<file path="config.mk">
export PLATFORM = sky130hd
export DESIGN_NAME = color_sensor_autorange_lux
export DESIGN_NICKNAME = d
export VERILOG_FILES = /design/src/rtl/core/csal_pkg.sv /design/src/rtl/core/csal_div.sv /design/src/rtl/core/csal_ctrl.sv /design/src/rtl/core/csal_dp.sv /design/src/rtl/core/color_sensor_autorange_lux.sv
export VERILOG_INCLUDE_DIRS = /design/src /design/src/rtl/core
export SDC_FILE = /design/constraint.sdc
export NUM_CORES = 2
export LEC_CHECK = 0
export BUFFER_PORTS_ARGS = -buffer_cell sky130_fd_sc_hd__buf_2
export CORE_UTILIZATION = 45
export CTS_CLUSTER_DIAMETER = 50
export CTS_CLUSTER_SIZE = 20
export DETAILED_ROUTE_END_ITERATION = 16
export GPL_ROUTABILITY_DRIVEN = 0
export MAX_ROUTING_LAYER = met4
export PLACE_DENSITY_LB_ADDON = 0.12
export SYNTH_ARGS = -nofsm -noshare
export SYNTH_HDL_FRONTEND = slang
export SYNTH_HIERARCHICAL = 1
export SYNTH_SLANG_ARGS = --single-unit
</file>
<file path="constraint.sdc">
create_clock -name clk -period 27 [get_ports clk]
set_input_delay 4.05 -clock clk [delete_from_list [all_inputs] [get_ports clk]]
set_output_delay 4.05 -clock clk [all_outputs]
set_load 0.01 [all_outputs]
</file>
<file path="src/rtl/core/color_sensor_autorange_lux_assert.svh">
// Assertion macros shared by the color sensor autorange lux RTL
`ifndef COLOR_SENSOR_AUTORANGE_LUX_ASSERT_SVH
`define COLOR_SENSOR_AUTORANGE_LUX_ASSERT_SVH

// same-cycle implication
`define CSAL_ASSERT_NOW(lbl, clk, rst, ante, cons, msg) \
  lbl: assert property (@(posedge clk) disable iff (rst) (ante) |-> (cons)) else $error(msg);

// next-cycle implication
`define CSAL_ASSERT_NEXT(lbl, clk, rst, ante, cons, msg) \
  lbl: assert property (@(posedge clk) disable iff (rst) (ante) |=> (cons)) else $error(msg);

`endif

</file>
<file path="src/rtl/core/csal_pkg.sv">
// Package: types, register indexes, range table and controller states
package csal_pkg;

  typedef struct packed {
    logic [15:0] red_raw;
    logic [15:0] green_raw;
    logic [15:0] blue_raw;
    logic [15:0] clear_raw;
  } in_word_t;

  typedef struct packed {
    logic        range_changed;
    logic [2:0]  range_index;
    logic [5:0]  gain_mult;
    logic [9:0]  integration_ms;
    logic [7:0]  red_norm;
    logic [7:0]  green_norm;
    logic [7:0]  blue_norm;
    logic [15:0] lux_value;
    logic        sat_flag;
    logic        change_flag;
  } out_word_t;

  localparam logic [2:0] REG_COLOR_THR = 3'd0;
  localparam logic [2:0] REG_LUX_THR   = 3'd1;
  localparam logic [2:0] REG_RED_COEF  = 3'd2;
  localparam logic [2:0] REG_GREEN_COEF = 3'd3;
  localparam logic [2:0] REG_BLUE_COEF = 3'd4;
  localparam logic [2:0] REG_DEV_FACTOR = 3'd5;

  localparam logic [1:0] SEL_LUX   = 2'd0;
  localparam logic [1:0] SEL_RED   = 2'd1;
  localparam logic [1:0] SEL_GREEN = 2'd2;
  localparam logic [1:0] SEL_BLUE  = 2'd3;

  typedef enum logic [2:0] {
    ST_IDLE, ST_COMP, ST_MAC, ST_PROD, ST_DIVGO, ST_DIVWAIT, ST_FIN
  } state_t;

  typedef struct packed {
    logic       load_in;
    logic       comp;
    logic       mac_en;
    logic       mac_first;
    logic       prod_en;
    logic       div_start;
    logic       div_store;
    logic       fin_load;
    logic [1:0] sel;
  } cmd_t;

  typedef struct packed {
    logic move;
    logic div_done;
    logic out_busy;
  } status_t;

  function automatic logic [5:0] step_gain(input logic [2:0] idx);
    unique case (idx)
      3'd0, 3'd1: step_gain = 6'd60;
      3'd2:       step_gain = 6'd16;
      3'd3:       step_gain = 6'd4;
      default:    step_gain = 6'd1;
    endcase
  endfunction

  function automatic logic [9:0] step_ms(input logic [2:0] idx);
    unique case (idx)
      3'd0:    step_ms = 10'd614;
      default: step_ms = 10'd153;
    endcase
  endfunction

  // ms times gain
  function automatic logic [15:0] step_msg(input logic [2:0] idx);
    unique case (idx)
      3'd0:    step_msg = 16'd36840;
      3'd1:    step_msg = 16'd9180;
      3'd2:    step_msg = 16'd2448;
      3'd3:    step_msg = 16'd612;
      default: step_msg = 16'd153;
    endcase
  endfunction

  function automatic logic [15:0] step_high(input logic [2:0] idx);
    unique case (idx)
      3'd0:       step_high = 16'd20000;
      3'd1, 3'd2, 3'd3: step_high = 16'd63000;
      default:    step_high = 16'd0;
    endcase
  endfunction

  function automatic logic [15:0] step_low(input logic [2:0] idx);
    unique case (idx)
      3'd0:       step_low = 16'd0;
      3'd1:       step_low = 16'd4990;
      3'd2:       step_low = 16'd16790;
      default:    step_low = 16'd15740;
    endcase
  endfunction

endpackage

</file>
<file path="src/rtl/core/csal_div.sv">
// Shared divider: 37-bit by 16-bit, two quotient bits per cycle, saturating
module csal_div import csal_pkg::*; (
  input  logic        clk,
  input  logic        rst,
  input  logic        start,
  input  logic [36:0] num,
  input  logic [15:0] den,
  output logic        done,
  output logic [15:0] quo
);

  logic        busy;
  logic [2:0]  cnt;
  logic [15:0] rem;
  logic [15:0] nlo;
  logic        ovf;
  logic [15:0] rem_next;
  logic [15:0] nlo_next;
  logic [15:0] quo_next;

  assign ovf = num[36:16] >= {5'd0, den};

  always_comb begin
    logic [16:0] t;
    rem_next = rem;
    nlo_next = nlo;
    quo_next = quo;
    for (int k = 0; k < 2; k++) begin
      t = {rem_next, nlo_next[15]};
      nlo_next = {nlo_next[14:0], 1'b0};
      if (t >= {1'b0, den}) begin
        rem_next = 16'(t - {1'b0, den});
        quo_next = {quo_next[14:0], 1'b1};
      end else begin
        rem_next = t[15:0];
        quo_next = {quo_next[14:0], 1'b0};
      end
    end
  end

  always_ff @(posedge clk) begin
    if (rst) begin
      busy <= 1'b0;
      cnt  <= 3'd0;
      done <= 1'b0;
    end else begin
      done <= 1'b0;
      if (start) begin
        busy <= !ovf;
        cnt  <= 3'd0;
        done <= ovf;
      end else if (busy) begin
        cnt <= cnt + 3'd1;
        if (cnt == 3'd7) begin
          busy <= 1'b0;
          done <= 1'b1;
        end
      end
    end
  end

  always_ff @(posedge clk) begin
    if (start) begin
      rem <= num[31:16];
      nlo <= num[15:0];
      quo <= ovf ? 16'hFFFF : 16'd0;
    end else if (busy) begin
      rem <= rem_next;
      nlo <= nlo_next;
      quo <= quo_next;
    end
  end

endmodule

</file>
<file path="src/rtl/core/csal_ctrl.sv">
// Controller: sequences range check, products, divisions and result load
module csal_ctrl import csal_pkg::*; (
  input  logic    clk,
  input  logic    rst,
  input  logic    in_valid,
  output logic    in_ready,
  input  status_t st,
  output cmd_t    cmd
);

  state_t     state, state_next;
  logic [1:0] cnt, cnt_next;

  always_ff @(posedge clk) begin
    if (rst) begin
      state <= ST_IDLE;
      cnt   <= 2'd0;
    end else begin
      state <= state_next;
      cnt   <= cnt_next;
    end
  end

  always_comb begin
    state_next = state;
    cnt_next   = cnt;
    unique case (state)
      ST_IDLE: begin
        cnt_next = 2'd0;
        if (in_valid) state_next = st.move ? ST_FIN : ST_COMP;
      end
      ST_COMP: state_next = ST_MAC;
      ST_MAC: begin
        cnt_next = cnt + 2'd1;
        if (cnt == 2'd2) begin
          state_next = ST_PROD;
          cnt_next   = 2'd0;
        end
      end
      ST_PROD: begin
        cnt_next = cnt + 2'd1;
        if (cnt == 2'd1) begin
          state_next = ST_DIVGO;
          cnt_next   = 2'd0;
        end
      end
      ST_DIVGO: state_next = ST_DIVWAIT;
      ST_DIVWAIT: begin
        if (st.div_done) begin
          cnt_next   = cnt + 2'd1;
          state_next = (cnt == 2'd3) ? ST_FIN : ST_DIVGO;
        end
      end
      ST_FIN: begin
        if (!st.out_busy) state_next = ST_IDLE;
      end
      default: state_next = ST_IDLE;
    endcase
  end

  always_comb begin
    cmd      = '0;
    cmd.sel  = cnt;
    in_ready = 1'b0;
    unique case (state)
      ST_IDLE: begin
        in_ready    = 1'b1;
        cmd.load_in = in_valid;
      end
      ST_COMP: cmd.comp = 1'b1;
      ST_MAC: begin
        cmd.mac_en    = 1'b1;
        cmd.mac_first = (cnt == 2'd0);
      end
      ST_PROD:    cmd.prod_en = 1'b1;
      ST_DIVGO:   cmd.div_start = 1'b1;
      ST_DIVWAIT: cmd.div_store = st.div_done;
      ST_FIN:     cmd.fin_load = !st.out_busy;
      default:    cmd = '0;
    endcase
  end

  `include "color_sensor_autorange_lux_assert.svh"

  `CSAL_ASSERT_NOW(a_fin_free, clk, rst, cmd.fin_load, !st.out_busy, "result load while output busy")
  `CSAL_ASSERT_NEXT(a_move_fin, clk, rst, cmd.load_in && st.move, state == ST_FIN, "range step must go to result")
  `CSAL_ASSERT_NEXT(a_div_hold, clk, rst, state == ST_DIVWAIT && !st.div_done, state == ST_DIVWAIT, "left divide wait early")
  `CSAL_ASSERT_NEXT(a_start_once, clk, rst, cmd.div_start, !cmd.div_start, "divider started twice")

endmodule

</file>
<file path="src/rtl/core/csal_dp.sv">
// Datapath: config registers, range state, IR compensation, lux and normalization
module csal_dp import csal_pkg::*; (
  input  logic        clk,
  input  logic        rst,
  input  logic        psel,
  input  logic        penable,
  input  logic        pwrite,
  input  logic [4:0]  paddr,
  input  logic [31:0] pwdata,
  output logic [31:0] prdata,
  output logic        pready,
  input  in_word_t    in_data,
  output out_word_t   out_data,
  output logic        out_valid,
  input  logic        out_ready,
  input  cmd_t        cmd,
  output status_t     st,
  output logic        div_start,
  output logic [36:0] div_num,
  output logic [15:0] div_den,
  input  logic        div_done,
  input  logic [15:0] div_quo
);

  logic [7:0]         color_thr;
  logic [15:0]        lux_thr;
  logic signed [15:0] red_coef, green_coef, blue_coef;
  logic [23:0]        dev_factor;

  logic [2:0]  range_step;
  logic        reread;
  logic        rchg;
  in_word_t    raw;
  logic [15:0] rc, gc, bc, cc;
  logic signed [34:0] acc;
  logic [56:0] num;
  logic [15:0] lux;
  logic [7:0]  nr, ng, nb;
  logic [7:0]  prev_red, prev_green, prev_blue;
  logic [15:0] prev_lux;

  logic        up, dn;
  logic [15:0] hi, lo;
  logic        s_pos;

  assign pready = 1'b1;

  always_ff @(posedge clk) begin
    if (rst) begin
      color_thr  <= 8'd5;
      lux_thr    <= 16'd10;
      red_coef   <= 16'sd557;
      green_coef <= 16'sd4096;
      blue_coef  <= -16'sd1819;
      dev_factor <= 24'd79360;
    end else if (psel && penable && pwrite) begin
      unique case (paddr[4:2])
        REG_COLOR_THR:  color_thr  <= pwdata[7:0];
        REG_LUX_THR:    lux_thr    <= pwdata[15:0];
        REG_RED_COEF:   red_coef   <= pwdata[15:0];
        REG_GREEN_COEF: green_coef <= pwdata[15:0];
        REG_BLUE_COEF:  blue_coef  <= pwdata[15:0];
        REG_DEV_FACTOR: dev_factor <= pwdata[23:0];
        default: ;
      endcase
    end
  end

  always_comb begin
    unique case (paddr[4:2])
      REG_COLOR_THR:  prdata = {24'd0, color_thr};
      REG_LUX_THR:    prdata = {16'd0, lux_thr};
      REG_RED_COEF:   prdata = {16'd0, red_coef};
      REG_GREEN_COEF: prdata = {16'd0, green_coef};
      REG_BLUE_COEF:  prdata = {16'd0, blue_coef};
      REG_DEV_FACTOR: prdata = {8'd0, dev_factor};
      default:        prdata = 32'd0;
    endcase
  end

  // range check on the incoming word
  assign hi = step_high(range_step);
  assign lo = step_low(range_step);
  assign up = !reread && hi != 16'd0 && in_data.clear_raw > hi;
  assign dn = !reread && !up && lo != 16'd0 && in_data.clear_raw < lo;

  assign s_pos = !acc[34] && acc != 35'sd0;

  assign st.move     = up || dn;
  assign st.div_done = div_done;
  assign st.out_busy = out_valid && !out_ready;

  always_ff @(posedge clk) begin
    if (rst) begin
      range_step <= 3'd0;
      reread     <= 1'b0;
    end else if (cmd.load_in) begin
      if (up) range_step <= range_step + 3'd1;
      else if (dn) range_step <= range_step - 3'd1;
      reread <= up || dn;
    end
  end

  always_ff @(posedge clk) begin
    if (cmd.load_in) begin
      raw  <= in_data;
      rchg <= up || dn;
    end
  end

  // IR compensation
  always_ff @(posedge clk) begin
    logic [17:0] sum;
    logic [16:0] ir;
    sum = 18'(raw.red_raw) + 18'(raw.green_raw) + 18'(raw.blue_raw);
    ir  = (sum > 18'(raw.clear_raw)) ? 17'((sum - 18'(raw.clear_raw)) >> 1) : 17'd0;
    if (cmd.comp) begin
      rc <= (17'(raw.red_raw) > ir)   ? 16'(17'(raw.red_raw) - ir)   : 16'd0;
      gc <= (17'(raw.green_raw) > ir) ? 16'(17'(raw.green_raw) - ir) : 16'd0;
      bc <= (17'(raw.blue_raw) > ir)  ? 16'(17'(raw.blue_raw) - ir)  : 16'd0;
      cc <= (17'(raw.clear_raw) > ir) ? 16'(17'(raw.clear_raw) - ir) : 16'd0;
    end
  end

  // weighted sum, one channel a cycle
  always_ff @(posedge clk) begin
    logic signed [15:0] coef;
    logic [15:0]        ch;
    logic signed [32:0] mprod;
    case (cmd.sel)
      2'd0:    begin coef = red_coef;   ch = rc; end
      2'd1:    begin coef = green_coef; ch = gc; end
      default: begin coef = blue_coef;  ch = bc; end
    endcase
    mprod = coef * $signed({1'b0, ch});
    if (cmd.mac_en) acc <= (cmd.mac_first ? 35'sd0 : acc) + 35'(mprod);
  end

  // sum times device factor in two partial products
  always_ff @(posedge clk) begin
    logic [16:0] part;
    logic [40:0] pp;
    part = cmd.sel[0] ? {1'b0, acc[32:17]} : acc[16:0];
    pp   = 41'(part) * 41'(dev_factor);
    if (cmd.prod_en) num <= cmd.sel[0] ? num + (57'(pp) << 17) : 57'(pp);
  end

  always_comb begin
    logic [15:0] ch;
    unique case (cmd.sel)
      SEL_RED:   ch = rc;
      SEL_GREEN: ch = gc;
      default:   ch = bc;
    endcase
    div_start = cmd.div_start;
    if (cmd.sel == SEL_LUX) begin
      div_num = num[56:20];
      div_den = step_msg(range_step);
    end else begin
      div_num = 37'({ch, 8'd0} - {8'd0, ch});
      div_den = cc;
    end
  end

  always_ff @(posedge clk) begin
    logic [7:0] n;
    n = (cc == 16'd0) ? 8'd0 : ((div_quo > 16'd255) ? 8'd255 : div_quo[7:0]);
    if (cmd.div_store) begin
      case (cmd.sel)
        SEL_LUX:   lux <= s_pos ? div_quo : 16'd0;
        SEL_RED:   nr  <= n;
        SEL_GREEN: ng  <= n;
        default:   nb  <= n;
      endcase
    end
  end

  function automatic logic [15:0] absdiff(input logic [15:0] a, input logic [15:0] b);
    absdiff = (a > b) ? a - b : b - a;
  endfunction

  always_ff @(posedge clk) begin
    if (rst) begin
      out_valid  <= 1'b0;
      prev_red   <= 8'd0;
      prev_green <= 8'd0;
      prev_blue  <= 8'd0;
      prev_lux   <= 16'd0;
    end else begin
      if (cmd.fin_load) begin
        out_valid <= 1'b1;
        if (!rchg) begin
          prev_red   <= nr;
          prev_green <= ng;
          prev_blue  <= nb;
          prev_lux   <= lux;
        end
      end else if (out_valid && out_ready) begin
        out_valid <= 1'b0;
      end
    end
  end

  always_ff @(posedge clk) begin
    if (cmd.fin_load) begin
      out_data.range_changed  <= rchg;
      out_data.range_index    <= range_step;
      out_data.gain_mult      <= step_gain(range_step);
      out_data.integration_ms <= step_ms(range_step);
      out_data.sat_flag       <= 1'b0;
      if (rchg) begin
        out_data.red_norm    <= 8'd0;
        out_data.green_norm  <= 8'd0;
        out_data.blue_norm   <= 8'd0;
        out_data.lux_value   <= 16'd0;
        out_data.change_flag <= 1'b0;
      end else begin
        out_data.red_norm    <= nr;
        out_data.green_norm  <= ng;
        out_data.blue_norm   <= nb;
        out_data.lux_value   <= lux;
        out_data.change_flag <=
          absdiff({8'd0, nr}, {8'd0, prev_red})   > {8'd0, color_thr} ||
          absdiff({8'd0, ng}, {8'd0, prev_green}) > {8'd0, color_thr} ||
          absdiff({8'd0, nb}, {8'd0, prev_blue})  > {8'd0, color_thr} ||
          absdiff(lux, prev_lux) > lux_thr;
      end
    end
  end

endmodule

</file>
<file path="src/rtl/core/color_sensor_autorange_lux.sv">
// Top level: color sensor autorange, IR-compensated lux and normalized RGB
// Range-step words: the controller goes from idle straight to the result load, with no arithmetic.
// Measurement words: IR compensation, the weighted sum and two partial products, then the shared
// two-bit-per-cycle divider four times for lux and the three channels, shorter when it saturates.
// One word is in work at a time; a new word is taken only once the result has been loaded.
// Synchronous reset restores register defaults, range step 0 and zero history.
module color_sensor_autorange_lux import csal_pkg::*; (
  input  logic        clk,
  input  logic        rst,
  input  logic        psel,
  input  logic        penable,
  input  logic        pwrite,
  input  logic [4:0]  paddr,
  input  logic [31:0] pwdata,
  output logic [31:0] prdata,
  output logic        pready,
  input  logic        in_valid,
  output logic        in_ready,
  input  in_word_t    in_data,
  output logic        out_valid,
  input  logic        out_ready,
  output out_word_t   out_data
);

  cmd_t        cmd;
  status_t     st;
  logic        div_start;
  logic [36:0] div_num;
  logic [15:0] div_den;
  logic        div_done;
  logic [15:0] div_quo;

  csal_ctrl u_ctrl (
    .clk      (clk),
    .rst      (rst),
    .in_valid (in_valid),
    .in_ready (in_ready),
    .st       (st),
    .cmd      (cmd)
  );

  csal_dp u_dp (
    .clk       (clk),
    .rst       (rst),
    .psel      (psel),
    .penable   (penable),
    .pwrite    (pwrite),
    .paddr     (paddr),
    .pwdata    (pwdata),
    .prdata    (prdata),
    .pready    (pready),
    .in_data   (in_data),
    .out_data  (out_data),
    .out_valid (out_valid),
    .out_ready (out_ready),
    .cmd       (cmd),
    .st        (st),
    .div_start (div_start),
    .div_num   (div_num),
    .div_den   (div_den),
    .div_done  (div_done),
    .div_quo   (div_quo)
  );

  csal_div u_div (
    .clk   (clk),
    .rst   (rst),
    .start (div_start),
    .num   (div_num),
    .den   (div_den),
    .done  (div_done),
    .quo   (div_quo)
  );

endmodule

</file>
==> summary.md <==
| Metric | Value |
|---|---|
| #FFs+latches synth | `494` |
| Hold Worst Slack | `0.457 ns` |
| Worst slew pin tran | `1.15 ns` |
| Hold path cells | `2` |
| Max cap viols | `0` |
| Clock skew | `0.0301 ns` |
| DRC | `0` |
| Total Routed Length | `163 mm` |
| Final TNS setup | `0 ns` |
| Chip width | `360 µm` |
| Starting DRC count in detailed routing | `3227` |
| Clock-pin slew on the worst setup and hold paths | `0.06 ns` |
| Relative slew margins | `0.228` |
| Post-Syn Area | `57700 µm²` |
| Hold Buf Count CTS | `0` |
| Die Span Y | `360 µm` |
| Overflow left after global routing | `0` |
| Root buffer selected by CTS | `clkbuf_16` |
| Outcome | `finished clean` |
| Synthesized area per cell | `9.01 µm²` |
| Vias post-DR | `44.7k` |
| Setup bufs post-CTS | `0` |
| Slowest-stage cell, CP | `a2111oi_1` |
| Final Slew Violations | `0` |
| Post-synthesis cell count | `6404` |
| Boundary Pins | `205` |
| Total track usage | `0.261` |
| Worst Path Max Fanout | `50` |
| R2r setup slk | `15.96 ns` |
| FF-to-FF Start | `u_ctrl/state[2]` |
| CTS tree | `yes` |
| CP Launch Type | `flip-flop` |
| Arrival time worst endpoint | `11.44 ns` |
| HPWL Detailed | `127 mm` |
| Number of global-route vias before repair | `44.9k` |
| Area Overhead vs Synth | `8.39%` |
| EDFF count, synth | `343` |
| Setup violators final | `0` |
| Worst hold path class | `reg -> reg` |
| RR Endpoint | `u_dp/acc[33]` |
| H-tree depth | `3` |
| Number of gates resized after cts | `0` |
| Detailed Routing Iterations Pass 1 | `6` |
| Dpl cells | `8048` |
| Highest clock rate | `90.6 MHz` |
| CTS Buf Count | `70` |
| DR vias/cell | `5.47` |
| Die area | `130000 µm²` |
| CTS sink cnt | `494` |
| Routed Antenna Nets | `0` |
| FF-to-FF path depth | `33` |
| Post-synth cell types | `107` |
| Critical path's largest stage delay | `0.78 ns` |
| Primary FF master, synth | `edfxtp_1` |
| Layout cells sized above 1 | `0.0806` |
| Core ar. | `127000 µm²` |
| RSZ-0062 raised after global routing | `no` |
| Final non-filler cell total | `8179` |
| Worst Setup Path Type | `reg -> reg` |
| Nets | `7747` |
| Crit path time final | `11.04 ns` |
| Most frequent CP cell | `fa_1` |
| Warnings from Yosys | `6` |
| Final Hold Fails | `0` |
| Sink of the worst hold path | `u_dp/prev_lux[15]` |
| CTS Buffer Depth | `3` |
| First-pass GRT wire length | `258 mm` |
| Rows | `131` |
| Initial Util | `0.453` |
| Largest net degree at the start of global routing | `84` |
| PortBufs | `182` |
| Sequential share of the synthesized area | `0.231` |
| Req. time, crit path | `27.39 ns` |
| Fin crit share | `0.409` |
| Clk_lat worst skew | `0.68 ns` |
| WL/cell | `19.9 µm` |
| FFs w/ async S/R, synth | `0` |
| Hold_sp | `u_dp/prev_lux[15]` |
| Endpoint class of the critical path | `flip-flop` |
| Antenna violations before repair | `4` |
## state kept, by name (all words and copies together), names as in the netlist, 16 cells and up
name	flops
u_dp/green_coef	16
u_dp/cc	16
u_dp/acc	35
u_div/quo	16
u_dp/blue_coef	16
u_div/nlo	16
u_dp/num	40
u_dp/bc	16
u_dp/lux_thr	16
u_dp/rc	16
u_dp/out_data	51
u_dp/red_coef	16
u_dp/raw	64
u_dp/prev_lux	16
u_dp/lux	16
u_dp/gc	16
u_dp/dev_factor	24
u_div/rem	16
## through the flow
stage,setup slack (ns),utilization,instance area [µm²]
final,15.96,0.491,62500
after global routing,15.41,0.491,62500
after CTS,16.13,0.491,62500
after detailed placement,16.18,0.472,60100
after global placement,16.28,0.472,60100
after floorplan,17.36,-,57700
## synth_stat cells (all sizes together) (57+ instances only)
cell | number | area [µm²]
a21o | 176 | 1320
a21oi | 365 | 1860
and2 | 212 | 1330
buf | 75 | 467
clkbuf | 195 | 732
dfxtp | 151 | 3020
edfxtp | 343 | 10300
fa | 589 | 11800
ha | 592 | 7410
inv | 972 | 3650
mux2 | 84 | 968
mux2i | 57 | 571
nand2 | 875 | 3280
nand3 | 82 | 420
nor2 | 344 | 1300
nor2b | 105 | 657
nor3 | 90 | 470
o21ai | 205 | 1040
xnor2 | 136 | 1190
xor2 | 85 | 744
## cell type report
class                      count  area, µm²
fill                       12202      64800
sequential                   494      13300
tap                         1662       2080
clock inverter                53        659
inverter                     972       3650
multi-input combinational   4678      39600
antenna                        2       5.00
clock buffer                  76       1820
timing repair buffer         242       1360
## per-layer routing
layer / vias to the layer above / wire length (µm) / share of wire / GRT usage
met2: 1149 / 75000 / 0.46 / 0.411
met4: 0 / 3630 / 0.022 / 0.0592
met1: 22079 / 75600 / 0.46 / 0.357
li1: 21326 / - / - / -
met5: - / 0 / 0 / -
met3: 184 / 8930 / 0.055 / 0.0343
## placed cells by master, fill, tap and decap left out, drive strengths merged, types with 40 or more instances in the layout
master	synthesis	layout
clkbuf	195	76
nor3	90	90
a21o	176	176
fa	589	589
ha	592	592
nand2	875	875
mux2i	57	57
nand4	53	53
buf	75	242
nor2	344	344
nand2b	54	54
mux2	84	84
nor2b	105	105
edfxtp	343	343
o21a	54	54
xnor2	136	136
xor2	85	85
inv	972	1000
nand3	82	82
o21bai	41	41
a22oi	40	40
o21ai	205	205
dfxtp	151	151
and2	212	212
a21oi	365	365
## cell families (layout without fill, tap and decap cells)
logic type / after synthesis / after routing / synth area share
xor gates and xnor gates: 221 / 221 / 0.0335
buffers and inverters: 1242 / 1343 / 0.0840
muxes: 143 / 143 / 0.0275
DFF: 494 / 494 / 0.231
and+or+nand+nor: 1970 / 1970 / 0.160
adders and majority gates: 1181 / 1181 / 0.333
AOI/OAI and AO/OA: 1151 / 1151 / 0.131
other: 2 / 14 / 0.000130
## worst max-delay path by stage
stage,startpoint,endpoint,slack (ns)
4_1_cts,u_ctrl/state[2],u_dp/acc[33],16.13
6_report,u_ctrl/state[2],u_dp/acc[33],15.96
2_1_floorplan,paddr[2],prdata[10],17.36
3_3_place_gp,u_ctrl/state[2],u_dp/acc[33],16.28
5_1_grt,u_ctrl/state[2],u_dp/acc[34],15.41
3_5_place_dp,u_ctrl/state[2],u_dp/acc[33],16.18
## worst max-delay path: cells and delay by family (launching register included)
kind	cells	cell delay, ns
AO/OA/AOI/OAI	8	2.26
adder cells (fa/ha/maj)	8	3.74
buffers and inverters	8	1.89
flip-flops	1	0.75
multiplexers	1	0.20
AND/OR/NAND/NOR	8	1.80
Power is left out: the tool's default activity adds up to more than one toggle a clock period on the data nets, which glitch-free logic cannot reach.
